[src/design/sbfp_pkg.sv]
package sbfp_pkg;

    localparam int FRAME_LEN        = 25;
    localparam int ADDR_W           = $clog2(FRAME_LEN);
    localparam int CHAN_BITS        = 11;
    localparam int NUM_CHANS        = 16;
    localparam int GROUP_CHANS      = 4;
    localparam int GROUP_W          = GROUP_CHANS * CHAN_BITS;
    localparam int CHAN_VEC_W       = NUM_CHANS * CHAN_BITS;
    localparam int CHAN_BYTES       = CHAN_VEC_W / 8;
    localparam int COUNT_W          = 32;
    localparam int DEF_COUNTER_BITS = 32;

    localparam logic [ADDR_W-1:0] FIRST_CHAN_ADDR = ADDR_W'(1);
    localparam logic [ADDR_W-1:0] LAST_CHAN_ADDR  = ADDR_W'(CHAN_BYTES);
    localparam logic [ADDR_W-1:0] FLAG_ADDR       = ADDR_W'(FRAME_LEN - 2);
    localparam logic [ADDR_W-1:0] LAST_ADDR       = ADDR_W'(FRAME_LEN - 1);

    localparam logic [7:0] START_BYTE = 8'h0F;
    localparam logic [7:0] END_BYTE   = 8'h00;

    localparam int FLAG_D17_BIT      = 0;
    localparam int FLAG_D18_BIT      = 1;
    localparam int FLAG_LOST_BIT     = 2;
    localparam int FLAG_FAILSAFE_BIT = 3;

    localparam logic EV_FRAME  = 1'b0;
    localparam logic EV_REJECT = 1'b1;

    typedef struct packed {
        logic              we;
        logic [ADDR_W-1:0] waddr;
        logic [7:0]        wdata;
        logic              re;
        logic [ADDR_W-1:0] raddr;
    } t_mem_req;

    typedef struct packed {
        logic                  kind;
        logic [CHAN_VEC_W-1:0] chans;
        logic [7:0]            flags;
        logic [COUNT_W-1:0]    good;
        logic [COUNT_W-1:0]    bad;
    } t_event;

endpackage

[src/design/sbfp_store.sv]
module sbfp_store
    import sbfp_pkg::*;
(
    input  logic     i_clk,
    input  t_mem_req i_req,
    output logic [7:0] o_rdata
);

    logic [7:0] r_mem [FRAME_LEN];
    logic [7:0] r_rdata;

    always_ff @(posedge i_clk) begin
        if (i_req.we) begin
            r_mem[i_req.waddr] <= i_req.wdata;
        end
        if (i_req.re) begin
            r_rdata <= r_mem[i_req.raddr];
        end
    end

    assign o_rdata = r_rdata;

endmodule

[src/design/sbfp_ctrl.sv]
module sbfp_ctrl
    import sbfp_pkg::*;
#(
    parameter int COUNTER_BITS = DEF_COUNTER_BITS
) (
    input  logic       i_clk,
    input  logic       i_rst_n,
    input  logic       i_valid,
    output logic       o_ready,
    input  logic [7:0] i_data_byte,
    input  logic       i_out_free,
    output logic       o_ev_valid,
    output t_event     o_ev,
    output t_mem_req   o_req,
    input  logic [7:0] i_rdata
);

    typedef enum logic [1:0] {
        ST_IDLE,
        ST_DECODE,
        ST_RESYNC,
        ST_FINISH
    } t_state;

    t_state                  r_state, n_state;
    logic [ADDR_W-1:0]       r_fill, n_fill;
    logic [ADDR_W-1:0]       r_ptr, n_ptr;
    logic                    r_dv, n_dv;
    logic [ADDR_W-1:0]       r_daddr, n_daddr;
    logic [ADDR_W-1:0]       r_dst, n_dst;
    logic                    r_found, n_found;
    logic                    r_kind, n_kind;
    logic [COUNTER_BITS-1:0] r_good, n_good;
    logic [COUNTER_BITS-1:0] r_bad, n_bad;
    logic [CHAN_VEC_W-1:0]   r_bits;
    logic [7:0]              r_flags;

    logic              accept;
    logic              store_byte;
    logic [ADDR_W-1:0] rd_end;
    logic              issue;
    logic              keep_byte;

    assign o_ready    = (r_state == ST_IDLE);
    assign accept     = i_valid && o_ready;
    assign store_byte = (r_fill != '0) || (i_data_byte == START_BYTE);
    assign rd_end     = (r_state == ST_DECODE) ? FLAG_ADDR : LAST_ADDR;
    assign issue      = ((r_state == ST_DECODE) || (r_state == ST_RESYNC)) && (r_ptr <= rd_end);
    assign keep_byte  = (r_state == ST_RESYNC) && r_dv && (r_found || (i_rdata == START_BYTE));

    always_comb begin
        o_req.re    = issue;
        o_req.raddr = r_ptr;
        o_req.we    = 1'b0;
        o_req.waddr = r_fill;
        o_req.wdata = i_data_byte;
        if (accept && store_byte) begin
            o_req.we = 1'b1;
        end else if (keep_byte) begin
            o_req.we    = 1'b1;
            o_req.waddr = r_dst;
            o_req.wdata = i_rdata;
        end
    end

    always_comb begin
        n_state = r_state;
        n_fill  = r_fill;
        n_ptr   = r_ptr;
        n_dv    = 1'b0;
        n_daddr = r_daddr;
        n_dst   = r_dst;
        n_found = r_found;
        n_kind  = r_kind;
        n_good  = r_good;
        n_bad   = r_bad;
        case (r_state)
            ST_IDLE: begin
                if (accept && store_byte) begin
                    if (r_fill == LAST_ADDR) begin
                        n_ptr   = FIRST_CHAN_ADDR;
                        n_dst   = '0;
                        n_found = 1'b0;
                        if (i_data_byte == END_BYTE) begin
                            n_state = ST_DECODE;
                            n_kind  = EV_FRAME;
                        end else begin
                            n_state = ST_RESYNC;
                            n_kind  = EV_REJECT;
                        end
                    end else begin
                        n_fill = r_fill + ADDR_W'(1);
                    end
                end
            end
            ST_DECODE: begin
                n_dv    = issue;
                n_daddr = r_ptr;
                if (issue) begin
                    n_ptr = r_ptr + ADDR_W'(1);
                end
                if (r_dv && (r_daddr == FLAG_ADDR)) begin
                    n_state = ST_FINISH;
                    n_fill  = '0;
                end
            end
            ST_RESYNC: begin
                n_dv    = issue;
                n_daddr = r_ptr;
                if (issue) begin
                    n_ptr = r_ptr + ADDR_W'(1);
                end
                if (keep_byte) begin
                    n_dst   = r_dst + ADDR_W'(1);
                    n_found = 1'b1;
                end
                if (r_dv && (r_daddr == LAST_ADDR)) begin
                    n_state = ST_FINISH;
                    n_fill  = keep_byte ? (r_dst + ADDR_W'(1)) : r_dst;
                end
            end
            ST_FINISH: begin
                if (i_out_free) begin
                    n_state = ST_IDLE;
                    if (r_kind == EV_FRAME) begin
                        n_good = r_good + COUNTER_BITS'(1);
                    end else begin
                        n_bad = r_bad + COUNTER_BITS'(1);
                    end
                end
            end
            default: begin
                n_state = ST_IDLE;
            end
        endcase
    end

    always_ff @(posedge i_clk) begin
        if (!i_rst_n) begin
            r_state <= ST_IDLE;
            r_fill  <= '0;
            r_ptr   <= '0;
            r_dv    <= 1'b0;
            r_daddr <= '0;
            r_dst   <= '0;
            r_found <= 1'b0;
            r_kind  <= EV_FRAME;
            r_good  <= '0;
            r_bad   <= '0;
        end else begin
            r_state <= n_state;
            r_fill  <= n_fill;
            r_ptr   <= n_ptr;
            r_dv    <= n_dv;
            r_daddr <= n_daddr;
            r_dst   <= n_dst;
            r_found <= n_found;
            r_kind  <= n_kind;
            r_good  <= n_good;
            r_bad   <= n_bad;
        end
    end

    // Channel bytes arrive in address order and shift in from the top.
    always_ff @(posedge i_clk) begin
        if ((r_state == ST_DECODE) && r_dv) begin
            if (r_daddr <= LAST_CHAN_ADDR) begin
                r_bits <= {i_rdata, r_bits[CHAN_VEC_W-1:8]};
            end
            if (r_daddr == FLAG_ADDR) begin
                r_flags <= i_rdata;
            end
        end
    end

    assign o_ev_valid = (r_state == ST_FINISH) && i_out_free;

    always_comb begin
        o_ev.kind  = r_kind;
        o_ev.chans = (r_kind == EV_REJECT) ? '0 : r_bits;
        o_ev.flags = (r_kind == EV_REJECT) ? '0 : r_flags;
        o_ev.good  = COUNT_W'(n_good);
        o_ev.bad   = COUNT_W'(n_bad);
    end

endmodule

[src/design/sbus_frame_parser.sv]
// Channel  Direction  Handshake           Payload
// request  in         i_valid / o_ready   i_data_byte
// event    out        o_valid / i_ready   o_event_kind, channel groups, flags, counts
//
// A byte that does not complete a frame is taken without a stall.
// After the byte that completes a frame the input stalls for the reads of the store on a
// decode (bytes 1 to 23) or on a resync (bytes 1 to 24), one read per cycle.
// The event shows on o_valid in the same cycle in which o_ready returns high.
// Reset is synchronous and active low; it empties the frame store and clears both counts.
// A waiting event stalls only the next frame completion; other bytes are still taken.
module sbus_frame_parser
    import sbfp_pkg::*;
#(
    parameter int COUNTER_BITS = DEF_COUNTER_BITS
) (
    input  logic               i_clk,
    input  logic               i_rst_n,
    input  logic               i_valid,
    output logic               o_ready,
    input  logic [7:0]         i_data_byte,
    output logic               o_valid,
    input  logic               i_ready,
    output logic               o_event_kind,
    output logic [GROUP_W-1:0] o_chans_0_to_3,
    output logic [GROUP_W-1:0] o_chans_4_to_7,
    output logic [GROUP_W-1:0] o_chans_8_to_11,
    output logic [GROUP_W-1:0] o_chans_12_to_15,
    output logic [7:0]         o_flag_byte,
    output logic               o_digital_seventeen,
    output logic               o_digital_eighteen,
    output logic               o_lost_flag,
    output logic               o_failsafe_flag,
    output logic [COUNT_W-1:0] o_good_frames,
    output logic [COUNT_W-1:0] o_bad_frames
);

    t_mem_req   mem_req;
    logic [7:0] mem_rdata;
    logic       ev_valid;
    t_event     ev;
    logic       out_free;
    logic       r_out_valid;
    t_event     r_out;

    assign out_free = !r_out_valid || i_ready;

    sbfp_store u_store (
        .i_clk   (i_clk),
        .i_req   (mem_req),
        .o_rdata (mem_rdata)
    );

    sbfp_ctrl #(
        .COUNTER_BITS (COUNTER_BITS)
    ) u_ctrl (
        .i_clk       (i_clk),
        .i_rst_n     (i_rst_n),
        .i_valid     (i_valid),
        .o_ready     (o_ready),
        .i_data_byte (i_data_byte),
        .i_out_free  (out_free),
        .o_ev_valid  (ev_valid),
        .o_ev        (ev),
        .o_req       (mem_req),
        .i_rdata     (mem_rdata)
    );

    always_ff @(posedge i_clk) begin
        if (!i_rst_n) begin
            r_out_valid <= 1'b0;
        end else if (ev_valid) begin
            r_out_valid <= 1'b1;
        end else if (i_ready) begin
            r_out_valid <= 1'b0;
        end
    end

    always_ff @(posedge i_clk) begin
        if (ev_valid) begin
            r_out <= ev;
        end
    end

    assign o_valid             = r_out_valid;
    assign o_event_kind        = r_out.kind;
    assign o_chans_0_to_3      = r_out.chans[0*GROUP_W +: GROUP_W];
    assign o_chans_4_to_7      = r_out.chans[1*GROUP_W +: GROUP_W];
    assign o_chans_8_to_11     = r_out.chans[2*GROUP_W +: GROUP_W];
    assign o_chans_12_to_15    = r_out.chans[3*GROUP_W +: GROUP_W];
    assign o_flag_byte         = r_out.flags;
    assign o_digital_seventeen = r_out.flags[FLAG_D17_BIT];
    assign o_digital_eighteen  = r_out.flags[FLAG_D18_BIT];
    assign o_lost_flag         = r_out.flags[FLAG_LOST_BIT];
    assign o_failsafe_flag     = r_out.flags[FLAG_FAILSAFE_BIT];
    assign o_good_frames       = r_out.good;
    assign o_bad_frames        = r_out.bad;

endmodule

[config.mk]
export PLATFORM = sky130hd
export DESIGN_NAME = sbus_frame_parser
export DESIGN_NICKNAME = d
export VERILOG_FILES = /design/src/design/sbfp_pkg.sv /design/src/design/sbfp_store.sv /design/src/design/sbfp_ctrl.sv /design/src/design/sbus_frame_parser.sv
export SDC_FILE = /design/constraint.sdc
export NUM_CORES = 1
export LEC_CHECK = 0
export ABC_AREA = 0
export ABC_CLOCK_PERIOD_IN_PS = 16400
export BUFFER_PORTS_ARGS = -buffer_cell sky130_fd_sc_hd__buf_2
export CORE_UTILIZATION = 40
export CTS_BUF_LIST = sky130_fd_sc_hd__clkbuf_16
export DETAILED_ROUTE_END_ITERATION = 7
export SYNTH_ARGS = -nofsm -noshare
export SYNTH_HDL_FRONTEND = slang
export SYNTH_SLANG_ARGS = --single-unit
[constraint.sdc]
create_clock -name i_clk -period 16.4 [get_ports i_clk]
set_input_delay 0.82 -clock i_clk [delete_from_list [all_inputs] [get_ports i_clk]]
set_output_delay 0.82 -clock i_clk [all_outputs]
set_load 0.005 [all_outputs]
Word level (Yosys, flattened, before mapping)
Memories as Yosys holds them, arrays and structs flattened. A register that Yosys moved wholly into a read port is not among the register bits. Index checks and enable logic that the tools add are counted.

Bits in registers: 523. Latch bits: 0. Memory bits (writable): 200. Bits in read-only memories: 0. Input bits: 12. Output and inout bits: 255. Memories kept: 1.

Memory list: u_store.r_mem (depth 25, bits a word 8, read ports 1, clocked after memory_dff 1, wr ports 1, line sbfp_store.sv:9) `logic [7:0] r_mem [FRAME_LEN];`.

Add/sub/neg operators: 5. Multipliers: 0. Divide/modulo/power cells: 0. $lt $le $gt $ge: 2. Eq/ne operators: 16. Shift operators: 0. Muxes and demuxes: 39. Bitwise gates (word level): 0. Reduce and logical (&&, ||, !) cells: 31.

Operators with widths (number): 32-bit two-way mux (6); 32-bit by 1-bit adder with 32-bit output, second input constant (2); 5-bit two-way mux (10); 5-bit case mux with 2 select lines (2); 8-bit by 4-bit == test with 1-bit output, second input constant (2); 5-bit by 1-bit adder with 5-bit output, second input constant (3); 5-bit == test, second input constant (3); 5-bit case mux with 3 select lines (1); 14-bit two-way mux (1); 13-bit two-way mux (1); 2-bit two-way mux (6); 2-bit inequality test, second input constant (5); 5-bit AND reduction (2); 1-bit logical AND (9); 1-bit two-way mux (9); 8-bit logical NOT (1); 2-bit case mux with 4 select lines (1); 4-bit AND reduction (2); 2-bit by 1-bit inequality test with 1-bit output, second input constant (3); 2-bit AND reduction (3); 3-bit AND reduction (2); 2-bit nonzero test (3); 5-bit less-or-equal comparator (1); 5-bit less-or-equal comparator, second input constant (1); other kinds (10) (14).

Logic depth before layout (Yosys ltp)
Gate-level depths: netlist of the first run.

Word-level depth: 7. Mapped depth: 11.

By module
Synthesis of the first run repeated with hierarchy kept, for this count alone.

Cells, all modules: 1668. Area total of the unflattened synthesis: 27460.1 um^2.

Modules (own cells, without submodules): sbfp_ctrl (times used 1, cells each 951, area an instance 11726.2 um^2, seq. area each 7307.0 um^2); sbfp_store (times used 1, cells each 460, area an instance 8177.8 um^2, seq. area each 6246.0 um^2); sbus_frame_parser (times used 1, cells each 257, area an instance 7556.0 um^2, seq. area each 7497.2 um^2).

Worst setup path after synthesis of the first run
No wires, ideal clock.

Path kind: input -> register. Start point: input port i_ready. End point: register r_out (netlist bit o_bad_frames[0]), enable pin. Arrival time: 11.202 ns. Setup slack: 4.336 ns. Cell stages on the path: 2. Path buffers: 0. Path through: nor2b_1 > nor2_1.

Cells in the longest elaborated chain, start to end: 2.

RTL lines: start: declaration (line sbus_frame_parser.sv:22) `input logic i_ready,`; 1-bit logical OR (line sbus_frame_parser.sv:45) `assign out_free = !r_out_valid || i_ready;`; 1-bit logical AND (line sbfp_ctrl.sv:176) `assign o_ev_valid = (r_state == ST_FINISH) && i_out_free;`; named net ev_valid (line sbus_frame_parser.sv:39) `logic ev_valid;`; end signal: assignment (line sbus_frame_parser.sv:80) `r_out <= ev;`; end: declaration (line sbus_frame_parser.sv:43) `t_event r_out;`.

The timed path passes the listed nets, and every way through them passes these cells. A chain may end at the register's enable or synchronous reset.

Worst setup path after layout of the first run
Start point: register u_store.r_rdata[4], in the netlist u_store.o_rdata[4] (read register of u_store.r_mem). End point: memory u_store.r_mem[19][1], enable pin.

Cells in the longest elaborated chain, start to end: 7.

RTL lines: start: declaration (line sbfp_store.sv:10) `logic [7:0] r_rdata;`; 8-bit by 4-bit == test with 1-bit output * (line sbfp_ctrl.sv:49) `assign keep_byte = (r_state == ST_RESYNC) && r_dv && (r_found || (i_rdata == START_BYTE));`; 1-bit logical OR * (line sbfp_ctrl.sv:49); 1-bit logical AND * (line sbfp_ctrl.sv:49); 14-bit two-way mux * (line sbfp_ctrl.sv:59) `end else if (keep_byte) begin`; 1-bit two-way mux (line sbfp_ctrl.sv:57) `if (accept && store_byte) begin`; 1-bit two-way mux (line sbfp_store.sv:13) `if (i_req.we) begin`; 1-bit two-way mux (implied by the code) (line sbfp_store.sv:14) `r_mem[i_req.waddr] <= i_req.wdata;`; end: declaration (line sbfp_store.sv:9).

Every way passes the cells marked *; elsewhere a longest branch is shown, timed or not.

==> key figures, run 1 <==
Status
  • Status: finished, final reports clean

Floorplan
  • Core Box Area: 67160 µm²
  • Starting Density: 40.48%
  • Ports: 267
  • Chip width: 262.7 µm
  • # rows: 95
  • Die ar.: 69020 µm²
  • Die H: 262.7 µm

Clock network
  • CTS clk-pin slew, worst paths: 0.06 ns
  • CTS root buffer: clkbuf_16
  • CTS Buf Count: 76
  • CTS Hold Buffers Added: 0
  • Skew-Pair Late Insertion Delay: 0.61 ns
  • CTS Sinks: 731
  • Number of setup buffers added after CTS: 0
  • Cts repair resizes: 0
  • CTS tree: done
  • Clk buf depth: 3
  • Htree depth: 3

Routing
  • Routed WL per cell: 19.66 µm
  • Vias per inst: 4.991
  • # DRC: 0
  • Via count: 14000
  • First-pass detailed-route iteration total: 5
  • Antenna viol nets, final: 0
  • Drt total wl: 55130 µm
  • 1st-iter DRT viols: 1109

Placement
  • GPL Wtd Cong: 0.8514
  • Dpl hpwl: 35080 µm
  • Placed cell areas: 29430 µm²
  • DP Worst Slack: 12.27 ns
  • IO Port Bufs: 266
  • Dpl cells: 2663

Worst hold path
  • Worst min-delay path class: flop to flop
  • Worst Hold Depth: 0

Timing
  • Relative slew slack: 10.60%
  • RSZ-0062 raised after global routing: no
  • Fin crit share: 22.24%
  • Min Tclk post-route: 3.648 ns
  • Fin worst setup slack: 12.75 ns
  • # setup viols final: 0
  • Worst Clk Skew: 0.01920 ns
  • Max Freq: 0.2742 GHz
  • Final hold slack: 0.4270 ns
  • Setup_tns: 0 ns
  • Slew @ Worst Pin: 1.341 ns
  • Slew Viols, Final: 0
  • Final Hold Viols: 0

Logic synthesis
  • Ys Warns: 0
  • Number of flops mapped to enable cells by yosys: 641
  • Top FF cell, synth: edfxtp_1
  • Gate count after technology mapping: 1587
  • Post-Syn Nets: 1613
  • Top cells by area, synth: edfxtp_1, dfxtp_1, mux4_2
  • Synth Register Bits: 731
  • Post-synth cell types: 62
  • Post-synth top area cell: edfxtp_1
  • Netlist Area Pre-Place: 27190 µm²
  • Sequential share of the synthesized area: 77.42%
  • Async set or reset register ratio after synthesis: 0%
  • Synth top area share: 70.80%
  • Avg Cell Area, Syn: 17.13 µm²

Critical path
  • Critical path type: flop to flop
  • Worst reg2reg path startpoint: u_store.o_rdata[4]$_DFFE_PP_
  • End point of the critical path: u_store.r_mem[19][1]$_DFFE_PP_
  • R2R depth: 6
  • Reg2reg setup slack: 12.75 ns
  • FF-to-FF End: u_store.r_mem[19][1]$_DFFE_PP_
  • Start point of the critical path: u_store.o_rdata[4]$_DFFE_PP_
  • Worst endpoint data arrival time: 3.88 ns
  • Worst Path Required: 16.63 ns
  • Worst setup SP type: flop
  • Crit-path max FO: 27
  • Critical path endpoint category: flop

Final layout
  • Final instance area: 31880 µm²
  • Layout cells sized above 1: 24.39%
  • Post-route insts no fill: 2804
  • Ant. Diodes: 0
  • Final core utilization: 47.47%
  • Final Net Count: 1894
  • Layout area overhead: 17.26%

GRT
  • Vias in the first global route: 13830
  • Initial antenna violation count: 0
  • First-pass GRT wire length: 83910 µm
  • Remaining Overflow, GRT: 0
  • Pin count of the biggest net entering global routing: 186
  • GRT Overall Usage: 15.92%

Power and ir drop
  • Pwr Total: 4.133 mW
  • Leak: 10.83 nW
  • Peak supply drop: 77.60 µV
  • Power Density: 129.6 nW/µm²

Run
  • Number of max-cap violations: 0
area by class of cell:
class                      instances  area, µm²
multi-input combinational        761       5766
inverter                          23      86.33
tap                              873       1092
fill                            5644      35280
clock buffer                      78       1952
timing repair buffer             275       1424
clock inverter                    63      503.0
sequential                       731      21060
cells in the final DEF, fill, tap and decap left out, types with 7 or more instances in the layout:
master | netlist | routed
a21oi_1 | 15 | 14
a31oi_1 | 9 | 9
and2_1 | 68 | 68
and3_1 | 14 | 14
and4_1 | 11 | 11
buf_2 | 13 | 266
buf_4 | 5 | 7
bufinv_16 | 0 | 7
clkbuf_16 | 0 | 78
clkinv_1 | 0 | 18
clkinv_2 | 0 | 13
clkinvlp_4 | 0 | 7
dfxtp_1 | 90 | 87
edfxtp_1 | 641 | 641
ha_1 | 14 | 14
inv_1 | 20 | 32
mux2_2 | 11 | 11
mux2i_1 | 19 | 19
mux4_2 | 56 | 56
nand2_1 | 82 | 82
nand3_1 | 25 | 25
nand4_1 | 27 | 27
nor2_1 | 69 | 68
nor2b_1 | 192 | 192
nor3_1 | 13 | 13
o21ai_0 | 14 | 14
xnor2_1 | 42 | 42
xor2_1 | 24 | 24
how the worst min path moves through the flow:
stage	startpoint	end	slack [ns]
floorplan	u_ctrl.r_kind$_SDFFE_PN0P_	o_event_kind$_DFFE_PP_	0.40
global placement	u_ctrl.r_bits[18]$_DFFE_PP_	u_ctrl.r_bits[10]$_DFFE_PP_	0.42
detailed placement	u_ctrl.r_bits[59]$_DFFE_PP_	u_ctrl.r_bits[51]$_DFFE_PP_	0.42
CTS	u_ctrl.r_bits[161]$_DFFE_PP_	u_ctrl.r_bits[153]$_DFFE_PP_	0.43
global route	u_ctrl.r_bits[161]$_DFFE_PP_	u_ctrl.r_bits[153]$_DFFE_PP_	0.43
finish	u_ctrl.r_bits[104]$_DFFE_PP_	u_ctrl.r_bits[96]$_DFFE_PP_	0.43
registers in the layout, summed over array words and instances (netlist names), 2 cells and up:
register and cells:
o_bad_frames 32, o_chans_0_to_3 44, o_chans_12_to_15 44, o_chans_4_to_7 44, o_chans_8_to_11 44, o_flag_byte 8, o_good_frames 32, u_ctrl.r_bad 32
u_ctrl.r_bits 176, u_ctrl.r_daddr 5, u_ctrl.r_dst 5, u_ctrl.r_fill 5, u_ctrl.r_flags 8, u_ctrl.r_good 32, u_ctrl.r_ptr 5, u_ctrl.r_state 2
u_store.o_rdata 8, u_store.r_mem 200
power breakdown:
| group | total [mW] | internal, mW | switching (mW) |
|---|---|---|---|
| Sequential | 2.18 | 2.12 | 0.0558 |
| Clock | 1.68 | 0.978 | 0.703 |
| Combinational | 0.275 | 0.117 | 0.157 |
| Total | 4.13 | 3.22 | 0.917 |
logic make-up (layout without fill, tap and decap cells):
| family | count (synthesis) | after routing | share of synthesized area, % |
|---|---|---|---|
| multiplexers | 86 | 86 | 5.794 |
| AO/OA/AOI/OAI | 69 | 69 | 1.758 |
| adder cells (fa/ha/maj) | 14 | 14 | 0.6443 |
| XOR/XNOR | 66 | 66 | 2.126 |
| AND/OR/NAND/NOR | 526 | 526 | 10.81 |
| buffers and inverters | 95 | 439 | 1.440 |
| flip-flops | 731 | 731 | 77.42 |
routing by layer:
layer  up-vias  GRT usage (%)  wire (µm)
met3        85          3.757       3743
met2       471          25.41      26340
met5         -              0          0
met4         0          5.262       1178
met1      6958          21.50      23870
li1       6482              -          -
cells in the mapped netlist, drive strengths merged, types with 24 or more instances:
cell and n:
edfxtp 641, nor2b 192, dfxtp 90, nand2 82, nor2 69, and2 68
mux4 56, clkbuf 49, xnor2 42, nand4 27, nand3 26, xor2 24
critical path: stages (launching register included):
cell       delay (ns)
edfxtp_1         0.49
or4_1            0.55
o21bai_2         0.30
o2111ai_2        0.60
nor4b_1          0.46
a31oi_1          0.16
nor2_1           0.70
(Power assumes the default switching activity.)
==> inputs of run 2 (changes only) <==
ABC_CLOCK_PERIOD_IN_PS = 3400   (was 16400)
clock period = 3.4 ns   (was 16.4 ns; I/O delays follow)
==> run 2 against run 1 <==
Net effect: utilization up 0.66 points; register-to-register slack got worse by 12 ns; critical path type unchanged; non-clock buffer count up 57; highest routed layer unchanged; die area unchanged; clock skew rose by 0.0046 ns; via count rose by 1.5%.
==> key figures, run 2 (synthesis results as in run 1) <==
Status
  • Status: finished, final reports clean

Routing
  • # DRC: 0 (unchanged)
  • Via count: 14200 (+1.5%)
  • Metal-1 WL: 24240 µm (+1.5%)
  • First-pass detailed-route iteration total: 5 (unchanged)
  • 1st-iter DRT viols: 1243 (+12%)
  • Detail Route met3 WL: 3316 µm (-11%)
  • Antenna viol nets, final: 0 (unchanged)
  • Wire length on met2: 27560 µm (+4.7%)
  • Highest routed layer: met4
  • Vias per inst: 4.972 (-0.38%)
  • Drt total wl: 56170 µm (+1.9%)
  • Routed WL per cell: 19.67 µm (about the same)

Timing
  • Max Freq: 0.3260 GHz (+19%)
  • Slew Viols, Final: 0 (unchanged)
  • Final Hold Viols: 0 (unchanged)
  • # setup viols final: 0 (unchanged)
  • RSZ-0062 raised after global routing: no
  • Min Tclk post-route: 3.068 ns (-0.5799 ns)
  • Worst Clk Skew: 0.02377 ns (+0.004571 ns)
  • Fin worst setup slack: 0.3323 ns (-12.42 ns)
  • Setup_tns: 0 ns (unchanged)
  • Fin crit share: 90.23% (+68 points)
  • Slew @ Worst Pin: 1.008 ns (-0.3330 ns)
  • Relative slew slack: 32.80% (+22 points)

GRT
  • Vias in the first global route: 14270 (+3.1%)
  • Initial antenna violation count: 1 (+1)
  • GRT Overall Usage: 16.28% (+0.36 points)
  • Pin count of the biggest net entering global routing: 111 (-40%)
  • Remaining Overflow, GRT: 0 (unchanged)
  • First-pass GRT wire length: 86190 µm (+2.7%)

Clock network
  • Clk buf depth: 3 (unchanged)
  • Skew-Pair Late Insertion Delay: 0.61 ns (about the same)
  • CTS tree: done
  • CTS Hold Buffers Added: 1 (+1)
  • Number of setup buffers added after CTS: 0 (unchanged)
  • Htree depth: 3 (unchanged)
  • CTS root buffer: clkbuf_16
  • CTS Buf Count: 75 (-1.3%)
  • CTS clk-pin slew, worst paths: 0.06 ns (about the same)
  • Cts repair resizes: 0 (unchanged)
  • CTS Sinks: 731 (unchanged)

Placement
  • Placed cell areas: 29920 µm² (+1.7%)
  • GPL Wtd Cong: 0.8436 (-0.92%)
  • IO Port Bufs: 266 (unchanged)
  • Dpl hpwl: 37350 µm (+6.5%)
  • DP Worst Slack: 0.3701 ns (-11.90 ns)

Critical path
  • Start point of the critical path: u_store.o_rdata[5]$_DFFE_PP_
  • Worst endpoint data arrival time: 3.30 ns (-0.58 ns)
  • Worst setup SP type: flop
  • Worst Path Required: 3.63 ns (-13.00 ns)
  • Crit path max-delay cell type: nor2_1
  • Critical path type: flop to flop
  • CP peak stage delay: 0.61 ns (-0.09 ns)
  • R2R depth: 6 (unchanged)
  • Worst reg2reg path startpoint: u_store.o_rdata[5]$_DFFE_PP_
  • Crit-path max FO: 8 (-70%)
  • Critical path endpoint category: flop
  • Critical path cell sequence: or4_1 > o21bai_2 > nand2_1 > nor3b_1 > a32oi_1 > nor2_1

Final layout
  • Top Registers: u_store.r_mem: 200 flops, u_ctrl.r_bits: 176 flops
  • Max reg flops: 200 (unchanged)
  • Multi-input combinational cell area: 5781 µm² (+0.26%)
  • Most frequent cells in the layout: edfxtp_1, buf_2, nor2b_1
  • Biggest register: u_store.r_mem
  • Final core utilization: 48.13% (+0.66 points)
  • Final instance area: 32320 µm² (+1.4%)
  • Filler cell count in the final layout: 5610 (-0.60%)
  • Final Net Count: 1950 (+3.0%)
  • Commonest non-fill, non-tap cell in the layout: edfxtp_1
  • Ant. Diodes: 0 (unchanged)
  • Layout area overhead: 18.89%
  • Register area: 21060 µm² (about the same)
  • Layout cells sized above 1: 26.53% (+2.1 points)

Floorplan
  • Starting Density: 40.48% (unchanged)
  • Die H: 262.7 µm (unchanged)
  • # rows: 95 (unchanged)
  • Chip width: 262.7 µm (unchanged)
  • Core Box Area: 67160 µm² (unchanged)
  • Ports: 267 (unchanged)
  • Die ar.: 69020 µm² (unchanged)

Run
  • Number of max-cap violations: 0 (unchanged)

Worst hold path
  • Worst Hold Depth: 3 (+3)
  • Min-delay src: i_data_byte[3]
  • Worst min-delay path class: input pin to flop

Power and ir drop
  • Peak supply drop: 299.4 µV (+290%)
  • Power Density: 614.9 nW/µm² (+370%)
  • Leak: 11.14 nW (+2.8%)
==> run 2: cell count changes in the layout (fill, tap and decap cells not counted), moves of 2 or more <==
cell        delta
buf_4         +52
clkinv_1       -5
dfxtp_1        -2
dfxtp_2        +2
ha_1           -2
inv_1          +5
clkinv_2       -4
buf_12         +4
clkbuf_16      -2
clkinv_4       +3
clkinvlp_4     -3
==> run 2: metal layers <==
layer | track usage (%) | vias to the layer above
met4 | 4.881 | 0
met5 | 0 | -
met1 | 21.89 | 7120
met3 | 3.308 | 76
met2 | 26.71 | 416
li1 | - | 6589
==> run 2: through the flow <==
stage | hold WS [ns] | instances | power [mW]
floorplan | 0.4029 | 1587 | 11.44
global placement | 0.4220 | 2719 | 12.11
detailed placement | 0.4246 | 2719 | 12.13
CTS | 0.02351 | 2856 | 20.13
global route | 0.05995 | 2856 | 20.59
finish | 0.07312 | 2856 | 19.88
==> run 2: final cells by class <==
cell class / count / area share, %
Timing Repair Buffer: 332 / 5.891
Clock buffer: 76 / 5.884
Tap cell: 873 / 3.379
Clock inverter: 60 / 1.529
Multi-Input combinational cell: 761 / 17.88
Sequential cell: 731 / 65.16
Inverter: 23 / 0.2748
==> run 2: where the power goes <==
group,switching [mW],internal (mW)
registers,0.215,10.2
clock network,3.35,4.61
logic,0.837,0.644
==> run 2: worst paths after layout <==
| check | endpoint | slack (ns) |
|---|---|---|
| max | u_store.r_mem[0][4]$_DFFE_PP_ | 0.33 |
| min reg2reg | u_ctrl.r_bits[127]$_DFFE_PP_ | 0.43 |
| min | u_ctrl.r_kind$_SDFFE_PN0P_ | 0.07 |
| max reg2reg | u_store.r_mem[0][4]$_DFFE_PP_ | 0.33 |
==> run 2: critical path: cells and delay by family, from the launching register on <==
family,cells,cell delay (ns)
AOI/OAI and AO/OA,2,0.52
and+or+nand+nor,4,1.76
DFF,1,0.41
==> inputs of run 3 (changes only) <==
HOLD_SLACK_MARGIN = 0.02   (was unset)
MAX_ROUTING_LAYER = met4   (was unset)
==> run 3 against run 2 <==
Net effect: sequential share of layout area is the same; total power is essentially flat; via count grew 0.13%; clock-buffer cell count is the same; combinational power is essentially flat; first-iteration DRC count shrank 1.9%; clock skew is essentially flat; non-clock buffer count is the same; worst hold slack lost 0.0056 ns; clock power is essentially flat; routed wire length is essentially flat; critical path type unchanged; critical endpoint unchanged.
==> key figures, run 3 (synthesis results as in run 1) <==
Status
  • Status: finished, final reports clean

Critical path
  • Crit-path max FO: 8 (unchanged)
  • Critical path endpoint category: flop
  • Reg2reg setup slack: 0.33 ns (about the same)
  • R2R depth: 6 (unchanged)
  • Worst Path Required: 3.63 ns (about the same)
  • Worst reg2reg path startpoint: u_store.o_rdata[5]$_DFFE_PP_
  • Worst endpoint data arrival time: 3.31 ns (about the same)
  • Worst setup SP type: flop
  • FF-to-FF End: u_store.r_mem[0][4]$_DFFE_PP_
  • End point of the critical path: u_store.r_mem[0][4]$_DFFE_PP_
  • Critical path type: flop to flop
  • Start point of the critical path: u_store.o_rdata[5]$_DFFE_PP_

Worst hold path
  • Min-delay src: i_data_byte[0]
  • Worst Hold Depth: 3 (unchanged)
  • Worst min-delay path class: input pin to flop

Run
  • Number of max-cap violations: 0 (unchanged)

Final layout
  • Layout area overhead: 18.89% (unchanged)
  • Biggest register: u_store.r_mem
  • Max reg flops: 200 (unchanged)
  • Top Registers: u_store.r_mem: 200 flops, u_ctrl.r_bits: 176 flops
  • Most frequent cells in the layout: edfxtp_1, buf_2, nor2b_1
  • Final Net Count: 1950 (unchanged)
  • Filler cell count in the final layout: 5610 (unchanged)
  • Commonest non-fill, non-tap cell in the layout: edfxtp_1
  • Layout cells sized above 1: 26.53% (unchanged)
  • Ant. Diodes: 0 (unchanged)

Power and ir drop
  • Leak: 11.14 nW (unchanged)
  • Int Power: 15.48 mW (about the same)
  • Sw Pwr: 4.397 mW (about the same)
  • Pwr Total: 19.88 mW (about the same)
  • Comb power frac: 7.4% (about the same)
  • Power Density: 614.9 nW/µm² (about the same)
  • Sw Ratio: 22.12% (about the same)
  • Peak supply drop: 300.3 µV (+0.33%)
  • Sequential share of power: 52.5% (about the same)
  • Clock power frac: 40.1% (about the same)

Clock network
  • Htree depth: 3 (unchanged)
  • Number of setup buffers added after CTS: 0 (unchanged)
  • Clk buf depth: 3 (unchanged)
  • Skew-Pair Late Insertion Delay: 0.61 ns (about the same)
  • Cts repair resizes: 0 (unchanged)
  • CTS tree: done
  • CTS clk-pin slew, worst paths: 0.06 ns (about the same)
  • CTS Buf Count: 75 (unchanged)
  • CTS root buffer: clkbuf_16
  • CTS Sinks: 731 (unchanged)

Routing
  • Routed WL per cell: 19.67 µm (about the same)
  • Antenna viol nets, final: 0 (unchanged)
  • Via count: 14220 (+0.13%)
  • 1st-iter DRT viols: 1220 (-1.9%)
  • First-pass detailed-route iteration total: 5 (unchanged)
  • Drt total wl: 56170 µm (about the same)
  • # DRC: 0 (unchanged)
  • Vias per inst: 4.979 (+0.13%)

Timing
  • Slew Viols, Final: 0 (unchanged)
  • Max Freq: 0.3254 GHz (-0.18%)
  • Final hold slack: 0.06755 ns (-0.005571 ns)
  • Min Tclk post-route: 3.073 ns (+0.005674 ns)
  • Slew @ Worst Pin: 0.9907 ns (-0.01735 ns)
  • # setup viols final: 0 (unchanged)
  • Worst Clk Skew: 0.02382 ns (+0.00004080 ns)
  • Final Hold Viols: 0 (unchanged)
  • Relative slew slack: 33.95% (+1.2 points)
  • Fin crit share: 90.39% (+0.17 points)
  • RSZ-0062 raised after global routing: no

Floorplan
  • Chip width: 262.7 µm (unchanged)
  • Core Box Area: 67160 µm² (unchanged)
  • Ports: 267 (unchanged)
  • # rows: 95 (unchanged)
  • Die H: 262.7 µm (unchanged)
  • Starting Density: 40.48% (unchanged)
  • Die ar.: 69020 µm² (unchanged)

Placement
  • IO Port Bufs: 266 (unchanged)
  • GPL Wtd Cong: 0.8568 (+1.6%)
  • Dpl hpwl: 37350 µm (unchanged)

GRT
  • Vias in the first global route: 14230 (-0.25%)
  • GRT Overall Usage: 16.80% (+0.51 points)
  • Initial antenna violation count: 1 (unchanged)
  • Remaining Overflow, GRT: 0 (unchanged)
  • First-pass GRT wire length: 86280 µm (+0.10%)
  • Pin count of the biggest net entering global routing: 111 (unchanged)
## run 3: cell counts in the layout (fill, tap and decap cells not counted)
No cell type changed its count.
## run 3: per-layer routing
layer,track usage [%],part of all wire (%)
met2,26.86,49
met3,3.177,5.8
met5,-,0
met4,4.881,2.0
met1,21.88,43
## run 3: per-stage QoR
stage | setup WS, ns | std cells | instance area (µm²) | setup TNS [ns] | util (%)
after floorplan | -1.248 | 1587 | 27230 | -417.15 | -
after detailed placement | 0.3701 | 2719 | 29920 | 0 | 44.55
after CTS | 0.3506 | 2856 | 32320 | 0 | 48.13
final | 0.3266 | 2856 | 32320 | 0 | 48.13
after global placement | 0.5040 | 2719 | 29920 | 0 | 44.55
after global routing | 0.1978 | 2856 | 32320 | 0 | 48.13
## run 3: critical path: stages, from the launching register on
cell      delay (ns)
edfxtp_1        0.41
or4_1           0.55
o21bai_2        0.29
nand2_1         0.25
nor3b_1         0.36
a32oi_1         0.22
nor2_1          0.61
## run 3: power by group through the flow
stage	registers [mW]	logic, mW	clock network, mW
after global placement	10.6	1.49	0
final	10.4	1.48	7.96
after detailed placement	10.6	1.50	0
after floorplan	10.6	0.866	0
after CTS	10.4	1.51	8.18
after global routing	10.5	1.60	8.52
## run 3: worst min-delay path by stage
stage | slack, ns | end
detailed placement | 0.42 | u_ctrl.r_bits[1]$_DFFE_PP_
finish | 0.07 | u_ctrl.r_kind$_SDFFE_PN0P_
global route | 0.06 | u_ctrl.r_kind$_SDFFE_PN0P_
global placement | 0.42 | u_ctrl.r_bits[5]$_DFFE_PP_
CTS | 0.02 | u_ctrl.r_kind$_SDFFE_PN0P_
floorplan | 0.40 | o_event_kind$_DFFE_PP_
## run 3: layout make-up
cell class | count | area [µm²] | share of cell area (%)
clock buffer | 76 | 1902 | 5.884
clock inverter | 60 | 494.2 | 1.529
inverter | 23 | 88.84 | 0.2748
multi-input combinational | 761 | 5781 | 17.88
sequential | 731 | 21060 | 65.16
tap | 873 | 1092 | 3.379
timing repair buffer | 332 | 1904 | 5.891
## run 3: what timing repair did
| item | 4_1_cts | 5_1_grt |
|---|---|---|
| endpoints found under the setup margin | 0 | 0 |
| hold buffers | 1 | 0 |
| hold endpoints to repair | 1 | 0 |
